===== config.mk =====
export PLATFORM = sky130hd
export DESIGN_NAME = cpu6502_effective_address
export DESIGN_NICKNAME = d
export VERILOG_FILES = /design/src/cea_pkg.sv /design/src/cpu6502_effective_address.sv /design/src/cea_front.sv
export SDC_FILE = /design/constraint.sdc
export NUM_CORES = 1
export LEC_CHECK = 0
export BUFFER_PORTS_ARGS = -buffer_cell sky130_fd_sc_hd__buf_2
export CAP_MARGIN = 20
export CORE_MARGIN = 1.5
export CORE_UTILIZATION = 55
export DETAILED_ROUTE_END_ITERATION = 10
export HOLD_SLACK_MARGIN = 0.12
export PLACE_DENSITY_LB_ADDON = 0.08
export SYNTH_ARGS = -nofsm -noshare
export SYNTH_HDL_FRONTEND = slang
export SYNTH_SLANG_ARGS = --single-unit

===== constraint.sdc =====
create_clock -name i_clk -period 4.2 [get_ports i_clk]
set_input_delay 0.42 -clock i_clk [delete_from_list [all_inputs] [get_ports i_clk]]
set_output_delay 0.42 -clock i_clk [all_outputs]
set_load 0.02 [all_outputs]

===== src/cea_pkg.sv =====
// Shared types and addressing-mode codes for the effective address pipeline.
`default_nettype none
package cea_pkg;

    localparam logic [3:0] MODE_IMM  = 4'd0;
    localparam logic [3:0] MODE_ZP   = 4'd1;
    localparam logic [3:0] MODE_ZPX  = 4'd2;
    localparam logic [3:0] MODE_ZPY  = 4'd3;
    localparam logic [3:0] MODE_ABS  = 4'd4;
    localparam logic [3:0] MODE_ABSX = 4'd5;
    localparam logic [3:0] MODE_ABSY = 4'd6;
    localparam logic [3:0] MODE_IND  = 4'd7;
    localparam logic [3:0] MODE_INDX = 4'd8;
    localparam logic [3:0] MODE_INDY = 4'd9;
    localparam logic [3:0] MODE_REL  = 4'd10;

    // Stage two contents handed from the front pipe to the output stage.
    typedef struct packed {
        logic        valid;
        logic [3:0]  mode;
        logic [15:0] npc;
        logic [15:0] word;
        logic [15:0] ptrw;
        logic [15:0] abs_sum;
        logic [15:0] ptr_sum;
        logic [15:0] rel_sum;
        logic [7:0]  zp;
        logic [7:0]  zp_next;
    } t_s2;

endpackage
`default_nettype wire


===== src/cpu6502_effective_address.sv =====
// Top level of the 6502 effective address pipeline with the output stage.
//
// Usage: drive start high with a request beat (mode, PC, X, Y, the two
// operand bytes and the two pointer bytes). A beat is taken at every edge
// where start is high and busy is low; busy is always low, so one request
// can enter on every clock with no gaps.
// The result beat is driven on the o_ ports from the output stage register
// after the decode and add stages, marked by o_valid for one cycle.
// Throughput: one beat per cycle through the three-stage register chain
// (decode and index select, address adds, result select and page compare).
// The pointer addresses are pure functions of mode, operand bytes and X,
// so a caller may compute them ahead and supply the pointer bytes with
// the same request.
// Reset: i_rst_n low at an edge clears all valid bits, dropping any beat
// in flight; payload registers keep stale values.
// There is no back-pressure: the receiver must take each result beat in
// the cycle it is shown. The page-cross flag is per beat; make it sticky outside.
`default_nettype none
module cpu6502_effective_address (
    input  wire logic        i_clk,
    input  wire logic        i_rst_n,
    input  wire logic        start,
    output      logic        busy,
    input  wire logic [3:0]  i_action,
    input  wire logic [15:0] i_pc,
    input  wire logic [7:0]  i_index_x,
    input  wire logic [7:0]  i_index_y,
    input  wire logic [7:0]  i_operand_low,
    input  wire logic [7:0]  i_operand_high,
    input  wire logic [7:0]  i_pointer_low,
    input  wire logic [7:0]  i_pointer_high,
    output      logic        o_valid,
    output      logic [15:0] o_effective_address,
    output      logic [15:0] o_next_pc,
    output      logic        o_cross_page,
    output      logic [15:0] o_pointer_low_address,
    output      logic [15:0] o_pointer_high_address,
    output      logic        o_uses_pointer
);
    import cea_pkg::*;

    t_s2         s2;
    logic        r_valid;
    logic [15:0] r_ea;
    logic [15:0] r_npc;
    logic        r_crossed;
    logic [15:0] r_pla;
    logic [15:0] r_pha;
    logic        r_uses;
    logic [15:0] n_ea;
    logic        n_crossed;
    logic [15:0] n_pla;
    logic [15:0] n_pha;
    logic        n_uses;

    // Pipeline never stalls, so a beat is taken whenever start is high.
    assign busy = 1'b0;

    cea_front u_front (
        .i_clk          (i_clk),
        .i_rst_n        (i_rst_n),
        .i_valid        (start),
        .i_action       (i_action),
        .i_pc           (i_pc),
        .i_index_x      (i_index_x),
        .i_index_y      (i_index_y),
        .i_operand_low  (i_operand_low),
        .i_operand_high (i_operand_high),
        .i_pointer_low  (i_pointer_low),
        .i_pointer_high (i_pointer_high),
        .o_s2           (s2)
    );

    // Stage three: select the result per mode and compare pages.
    always_comb begin
        n_ea      = 16'd0;
        n_crossed = 1'b0;
        n_pla     = 16'd0;
        n_pha     = 16'd0;
        n_uses    = 1'b0;
        unique case (s2.mode) inside
            MODE_IMM: begin
                n_ea = s2.npc - 16'd1;
            end
            MODE_ZP, MODE_ZPX, MODE_ZPY: begin
                n_ea = {8'd0, s2.zp};
            end
            MODE_ABS: begin
                n_ea = s2.word;
            end
            MODE_ABSX, MODE_ABSY: begin
                n_ea      = s2.abs_sum;
                n_crossed = (s2.abs_sum[15:8] != s2.word[15:8]);
            end
            MODE_IND: begin
                // Hold the high pointer byte inside the page of the low one.
                n_uses = 1'b1;
                n_pla  = s2.word;
                n_pha  = {s2.word[15:8], s2.word[7:0] + 8'd1};
                n_ea   = s2.ptrw;
            end
            MODE_INDX, MODE_INDY: begin
                // Zero-page pointer: wrap the high byte address in page zero.
                n_uses = 1'b1;
                n_pla  = {8'd0, s2.zp};
                n_pha  = {8'd0, s2.zp_next};
                if (s2.mode == MODE_INDX) begin
                    n_ea = s2.ptrw;
                end else begin
                    n_ea      = s2.ptr_sum;
                    n_crossed = (s2.ptr_sum[15:8] != s2.ptrw[15:8]);
                end
            end
            MODE_REL: begin
                n_ea = s2.rel_sum;
            end
            default: begin
                n_ea = 16'd0;
            end
        endcase
    end

    always_ff @(posedge i_clk) begin
        if (!i_rst_n) begin
            r_valid <= 1'b0;
        end else begin
            r_valid <= s2.valid;
        end
        r_ea      <= n_ea;
        r_npc     <= s2.npc;
        r_crossed <= n_crossed;
        r_pla     <= n_pla;
        r_pha     <= n_pha;
        r_uses    <= n_uses;
    end

    assign o_valid                = r_valid;
    assign o_effective_address    = r_ea;
    assign o_next_pc              = r_npc;
    assign o_cross_page           = r_crossed;
    assign o_pointer_low_address  = r_pla;
    assign o_pointer_high_address = r_pha;
    assign o_uses_pointer         = r_uses;

`ifndef SYNTHESIS
    a_latency: assert property (@(posedge i_clk) disable iff (!i_rst_n)
        (start && !busy) |-> ##3 o_valid)
        else $error("accepted beat did not come out three cycles later");

    a_no_phantom: assert property (@(posedge i_clk) disable iff (!i_rst_n)
        o_valid |-> $past(start, 3))
        else $error("result beat without a matching request");

    a_ptr_idle: assert property (@(posedge i_clk) disable iff (!i_rst_n)
        (o_valid && !o_uses_pointer) |->
            (o_pointer_low_address == 16'd0 && o_pointer_high_address == 16'd0))
        else $error("pointer address reported for a mode without pointer");

    a_ptr_wrap: assert property (@(posedge i_clk) disable iff (!i_rst_n)
        (o_valid && o_uses_pointer) |->
            (o_pointer_high_address[15:8] == o_pointer_low_address[15:8] &&
             o_pointer_high_address[7:0] == o_pointer_low_address[7:0] + 8'd1))
        else $error("pointer high address left the page of the low address");
`endif

endmodule
`default_nettype wire


===== src/cea_front.sv =====
// First two pipeline stages: mode decode and index select, then the address adds.
`default_nettype none
module cea_front (
    input  wire logic           i_clk,
    input  wire logic           i_rst_n,
    input  wire logic           i_valid,
    input  wire logic [3:0]     i_action,
    input  wire logic [15:0]    i_pc,
    input  wire logic [7:0]     i_index_x,
    input  wire logic [7:0]     i_index_y,
    input  wire logic [7:0]     i_operand_low,
    input  wire logic [7:0]     i_operand_high,
    input  wire logic [7:0]     i_pointer_low,
    input  wire logic [7:0]     i_pointer_high,
    output cea_pkg::t_s2        o_s2
);
    import cea_pkg::*;

    logic        r1_valid;
    logic [3:0]  r1_mode;
    logic [15:0] r1_npc;
    logic [15:0] r1_word;
    logic [15:0] r1_ptrw;
    logic [7:0]  r1_zidx;
    logic [7:0]  r1_widx;
    t_s2         r_s2;

    logic [1:0]  n_inc;
    logic [7:0]  n_zidx;
    logic [7:0]  n_widx;
    t_s2         n_s2;

    // Stage one: pick PC advance and the index for the zero-page and word adds.
    always_comb begin
        n_inc  = 2'd0;
        n_zidx = 8'd0;
        n_widx = 8'd0;
        unique case (i_action) inside
            MODE_IMM, MODE_ZP, MODE_REL: begin
                n_inc = 2'd1;
            end
            MODE_ZPX, MODE_INDX: begin
                n_inc  = 2'd1;
                n_zidx = i_index_x;
            end
            MODE_ZPY: begin
                n_inc  = 2'd1;
                n_zidx = i_index_y;
            end
            MODE_INDY: begin
                n_inc  = 2'd1;
                n_widx = i_index_y;
            end
            MODE_ABS, MODE_IND: begin
                n_inc = 2'd2;
            end
            MODE_ABSX: begin
                n_inc  = 2'd2;
                n_widx = i_index_x;
            end
            MODE_ABSY: begin
                n_inc  = 2'd2;
                n_widx = i_index_y;
            end
            default: begin
                n_inc = 2'd0;
            end
        endcase
    end

    always_ff @(posedge i_clk) begin
        if (!i_rst_n) begin
            r1_valid <= 1'b0;
        end else begin
            r1_valid <= i_valid;
        end
        r1_mode <= i_action;
        r1_npc  <= i_pc + {14'd0, n_inc};
        r1_word <= {i_operand_high, i_operand_low};
        r1_ptrw <= {i_pointer_high, i_pointer_low};
        r1_zidx <= n_zidx;
        r1_widx <= n_widx;
    end

    // Stage two: the wide adds, one per result path.
    always_comb begin
        n_s2.valid   = r1_valid;
        n_s2.mode    = r1_mode;
        n_s2.npc     = r1_npc;
        n_s2.word    = r1_word;
        n_s2.ptrw    = r1_ptrw;
        n_s2.abs_sum = r1_word + {8'd0, r1_widx};
        n_s2.ptr_sum = r1_ptrw + {8'd0, r1_widx};
        n_s2.rel_sum = r1_npc + {{8{r1_word[7]}}, r1_word[7:0]};
        n_s2.zp      = r1_word[7:0] + r1_zidx;
        n_s2.zp_next = r1_word[7:0] + r1_zidx + 8'd1;
    end

    always_ff @(posedge i_clk) begin
        if (!i_rst_n) begin
            r_s2.valid <= 1'b0;
        end else begin
            r_s2.valid <= n_s2.valid;
        end
        r_s2.mode    <= n_s2.mode;
        r_s2.npc     <= n_s2.npc;
        r_s2.word    <= n_s2.word;
        r_s2.ptrw    <= n_s2.ptrw;
        r_s2.abs_sum <= n_s2.abs_sum;
        r_s2.ptr_sum <= n_s2.ptr_sum;
        r_s2.rel_sum <= n_s2.rel_sum;
        r_s2.zp      <= n_s2.zp;
        r_s2.zp_next <= n_s2.zp_next;
    end

    assign o_s2 = r_s2;

endmodule
`default_nettype wire


After elaboration in Yosys (flattened, before gate mapping)
Cells that the tools add are included.
Storage, ports and cells
  register bits after elaboration: 253
  bits of input ports: 71
  output and inout port bits: 68
Operators by class
  add/subtract/negate cells: 8
  equal/unequal tests: 22
  muxes and demuxes: 10
  reduce and logical (&&, ||, !) cells: 10
Operators with widths (count)
  case mux 16 bit (7 select lines): 1
  case mux 16 bit (2 select lines): 2
  adder 16 x 8 -> 16 bit: 2
  equality test 4 x 3 -> 1 bit, second input constant: 8
  case mux 8 bit (2 select lines): 2
  equality test 4 bit, second input constant: 6
  adder 16 bit: 1
  adder 16 x 2 -> 16 bit: 1
  adder 8 x 1 -> 8 bit, second input constant: 2
  equality test 4 x 2 -> 1 bit, second input constant: 4
  2-to-1 mux 16 bit: 1
  != test 8 bit: 2
  subtractor 16 x 1 -> 16 bit, second input constant: 1
  adder 8 bit: 1
  equality test 4 x 1 -> 1 bit, second input constant: 2
  logical NOT 4 bit: 2
  OR reduction 2 bit: 4
  OR reduction 7 bit: 1
  OR reduction 3 bit: 2
  case mux 2 bit (2 select lines): 1
  OR reduction 4 bit: 1
  2-to-1 mux 1 bit: 2
  case mux 1 bit (2 select lines): 1

Longest topological paths before layout
  depth in word-level cells: 4
  gate-level depth with buffers: 9
  depth with buffers taken out: 9

Modules after synthesis
From an unflattened synthesis, not the netlist that was laid out.
Unflattened totals
  cell total of the unflattened synthesis: 918
  area total of the unflattened synthesis: 9550.4 µm²
By module, submodules not included
  cea_front: instances 1, cells each 572, area an instance 6386.1 µm², seq. area each 3723.6 µm²
  cpu6502_effective_address: instances 1, cells each 346, area an instance 3164.3 µm², seq. area each 1181.1 µm²

Least setup slack after synthesis
Ideal clock, no wire load.
  kind: register -> register
  start point: register u_front.r1_word[0]
  end point: register u_front.r_s2, in the netlist u_front.o_s2[7]
  library setup time: 123 ps
  arrival: 1930 ps
  setup slack: 2147 ps
  stages on the path, launching flop included: 9
  buffers on the path: 0
  cells stage by stage: dfxtp_1 > ha_1 > fa_1 > a21o_1 > a21oi_1 > xnor2_1 > and3_1 > nand3_1 > xnor2_1
RTL lines
  start: declaration: line cea_front.sv:22  | logic [15:0] r1_word;
  start signal: assignment: line cea_front.sv:79  | r1_word <= {i_operand_high, i_operand_low};
  end: declaration: line cea_front.sv:26  | t_s2 r_s2;

Final worst setup path
  start point: register u_front.r_s2, in the netlist u_front.o_s2[113]
  end point: register r_ea[13], in the netlist o_effective_address[13]
On the way
  cells in the longest elaborated chain, start to end: 3
  elaborated cells between the ends (all ways): 16
  those cells by class: eq/ne: 10; mux: 2; reduce/logical: 4
Ends and longest elaborated chain
  equality test 4 x 1 -> 1 bit (no line) (tied with other cells)
  OR reduction 3 bit (tied with other cells): line cpu6502_effective_address.sv:81  | unique case (s2.mode) inside
  case mux 16 bit (7 select lines) *: line cpu6502_effective_address.sv:81
  net n_ea[13]: line cpu6502_effective_address.sv:50  | logic [15:0] n_ea;
  end signal: assignment: line cpu6502_effective_address.sv:129  | r_ea <= n_ea;
  end: declaration: line cpu6502_effective_address.sv:44  | logic [15:0] r_ea;
The timed path passes the listed nets; every way through them passes the cells marked *.
A chain may end at the register's enable or synchronous reset.

==> results.cfg <==
[global_route]
antenna_found_initial = 0
grt_first_pass_wirelength_microns = 34600
grt-ovfl-total = 0
grt_usage_pct = 25.01
grt_pass1_vias = 6685
grt_max_degree = 28

[cts]
insertion_delay_ps = 510
clkTransAtPathRegs_ps = 60
cts_made_buffers = 25
htree_levels = 1
clock-root-buffer = clkbuf_16
cts_buffer_depth = 3
cts_tree = done
cts_sinks = 245

[final_layout]
synthToLayoutAreaGrowth_pct = 23.23
design_area_sq_um = 11480
fillers = 1301
diodes = 0
final_util_pct = 69.25
multi_input_area_sq_um = 4169
final_cells = 1292
layout-drive-gt1-share_pct = 18.00
nNetsFinal = 1175
seqCellArea_sq_um = 4905

[power_and_ir_drop]
p_comb_share_pct = 11.4
p_sw_mw = 1.380
vdd_drop_max_mv = 0.3706
sequentialPowerShare_pct = 47.5
p_sw_share_pct = 24.28
pwr_density_cell_nw_per_um2 = 494.9
leakage_nw = 5.009
p_int_mw = 4.304
clkPwrFrac_pct = 41.1
p_total_mw = 5.684

[drt]
dr.pass1.iters = 6
wl_per_cell_microns = 17.03
viasPerCell = 5.340
drcViolationCount = 0
dr_total_vias = 6899
final_antenna_net_count = 0
wl_microns = 22010
dr.first_iter.drc_count = 521

[placed_design]
place_congestion = 0.8656
io_buffer_count = 137
placed_cell_area_sq_um = 10110
hpwl_microns = 16140
dp.cells = 1199

[die]
rows = 47
start_util_pct = 56.19
die_h_microns = 133.2
io_pins = 139
die_area_sq_um = 17730
die_x_microns = 133.2
core_area_sq_um = 16580

[synth]
synth-edff-count = 0
async_flop_share_pct = 0
synth_cells = 873
synth_top_cell_area_share_pct = 52.63
yosysMostFrequentCell = dfxtp_1
syn-num-nets = 992
synth_area_leaders = dfxtp_1 53%, xnor2_1 6.7%, ha_1 5.8%
synth_ff_type = dfxtp_1
synth_largest_area_cell = dfxtp_1
synth_common_cells = 245 x dfxtp_1, 71 x xnor2_1, 55 x nor2_1, 47 x nand2_1, 43 x ha_1
avgSynthCellArea_sq_um = 10.67
yosys_register_bits = 245
syn_area_sq_um = 9319
ys_seq_area_share_pct = 52.63
synth_cell_types = 65
yosysWarnings = 0

[setup_path]
cp-end-kind = register
crit_arrival_ps = 3040
slowest_delay_ps = 970
cp-start-kind = register
crit_family = flip-flops
cp.buffers_inverters = 0
r2r_start = u_front.o_s2[113]
path_cells = nor2_1 > nand2_1 > nand2_2 > a222oi_1 > o21ai_1 > o21bai_1
cp_max_fo = 27
worst_path_max_delay_cell = dfxtp_1
critPathLaunch = u_front.o_s2[113]
required_ps = 4580
path_class = reg2reg

[sta]
finalCriticalPeriod_ps = 2655
finalSetupViolations = 0
timing.fmax_mhz = 376.7
worst_slew_pin_slew_ps = 991.1
rsz0062_at_grt = no
finalCritPeriodShare_pct = 63.21
fin_tns_setup_ps = 0
clock_skew_ps = 8.238
final-hold-violation-count = 0
relSlewSlack_pct = 33.84
slew_viol_final = 0

[run]
cap_viol_max_count = 0

[run_status]
status = finished, final reports clean

[hold_path]
min_path_type = in2reg
hp-start = i_pc[2]
-- worst reg2reg max path, stage by stage (launching register included) --
cell and delay (ps):
dfxtp_1 970, nor2_1 420, nand2_1 180, nand2_2 210, a222oi_1 400, o21ai_1 150, o21bai_1 200
-- registers in the layout (all words and copies together) (netlist names), 4 cells and up --
register	cells
u_front.o_s2	117
u_front.r1_ptrw	16
o_next_pc	16
o_pointer_low_address	8
u_front.r1_mode	4
u_front.r1_npc	16
u_front.r1_zidx	8
u_front.r1_word	16
o_pointer_high_address	16
o_effective_address	16
u_front.r1_widx	8
-- logic make-up (layout without fill, tap and decap cells) --
| kind of cell | count (synthesis) | count (layout) | synth area share [%] |
|---|---|---|---|
| muxes | 11 | 11 | 1.195 |
| DFF | 245 | 245 | 52.63 |
| AOI/OAI and AO/OA | 207 | 207 | 15.08 |
| adders and majority gates | 48 | 48 | 6.848 |
| buffers and inverters | 51 | 250 | 2.632 |
| other | 1 | 1 | 0.04024 |
| and+or+nand+nor | 211 | 211 | 12.27 |
| xor gates and xnor gates | 99 | 99 | 9.305 |
-- metrics by stage --
step,hold WS [ps],worst slack (ps)
finish,145.1,1545
global route,131.4,1387
CTS,123.2,1511
detailed placement,312.1,1529
global placement,313.0,1624
floorplan,309.6,2147
-- cell type report --
class | count | area share, %
multi-input combinational | 577 | 36.30
timing repair buffer | 187 | 10.31
inverter | 20 | 0.6537
tap | 220 | 2.397
clock inverter | 9 | 1.536
sequential | 245 | 42.71
clock buffer | 34 | 6.091
-- per-layer routing --
| metal | vias to the layer above | part of all wire, % | GRT usage [%] |
|---|---|---|---|
| met3 | 36 | 5.8 | 3.234 |
| li1 | 3446 | - | - |
| met4 | 0 | 2.5 | 6.582 |
| met2 | 240 | 46 | 42.01 |
| met1 | 3177 | 46 | 34.31 |
| met5 | - | 0 | 0 |
-- repair_timing --
item | CTS | global route
hold buffers | 49 | 0
hold endpoints to repair | 49 | 0
gates resized for setup | 0 | 0
buffers inserted | 0 | 0
-- final timing paths --
path	slack, ps	cells past startpoint	end
setup / recovery	1550	6	o_effective_address[13]
setup reg to reg	1550	6	o_effective_address[13]
hold / removal	150	2	u_front.r1_npc[2]
hold reg to reg	320	0	u_front.o_s2[112]
-- layout by cell type, fill, tap and decap left out, drive strengths merged, types with 5 or more instances in the layout --
cell           n
dfxtp        245
buf          138
xnor2         71
nor2          55
o21ai         50
dlygate4sd3   49
nand2         48
ha            43
a21oi         35
clkbuf        34
xor2          28
a22oi         28
inv           21
nand2b        18
nand3         18
nor2b         13
a21o          13
and2          13
a31oi         13
a22o          12
and3          12
a211oi        11
mux2i         10
nor3b          8
a222oi         7
nand4          7
nor3           7
o21bai         6
o22ai          6
fa             5
bufinv         5
-- power groups by stage --
stage	clock (mW)	sequential (mW)	combinational [mW]
final	2.34	2.70	0.647
after detailed placement	0	2.75	0.603
after floorplan	0	2.72	0.390
after global placement	0	2.75	0.596
after CTS	2.37	2.70	0.643
after global routing	2.46	2.72	0.715
(Power assumes the default switching activity.)
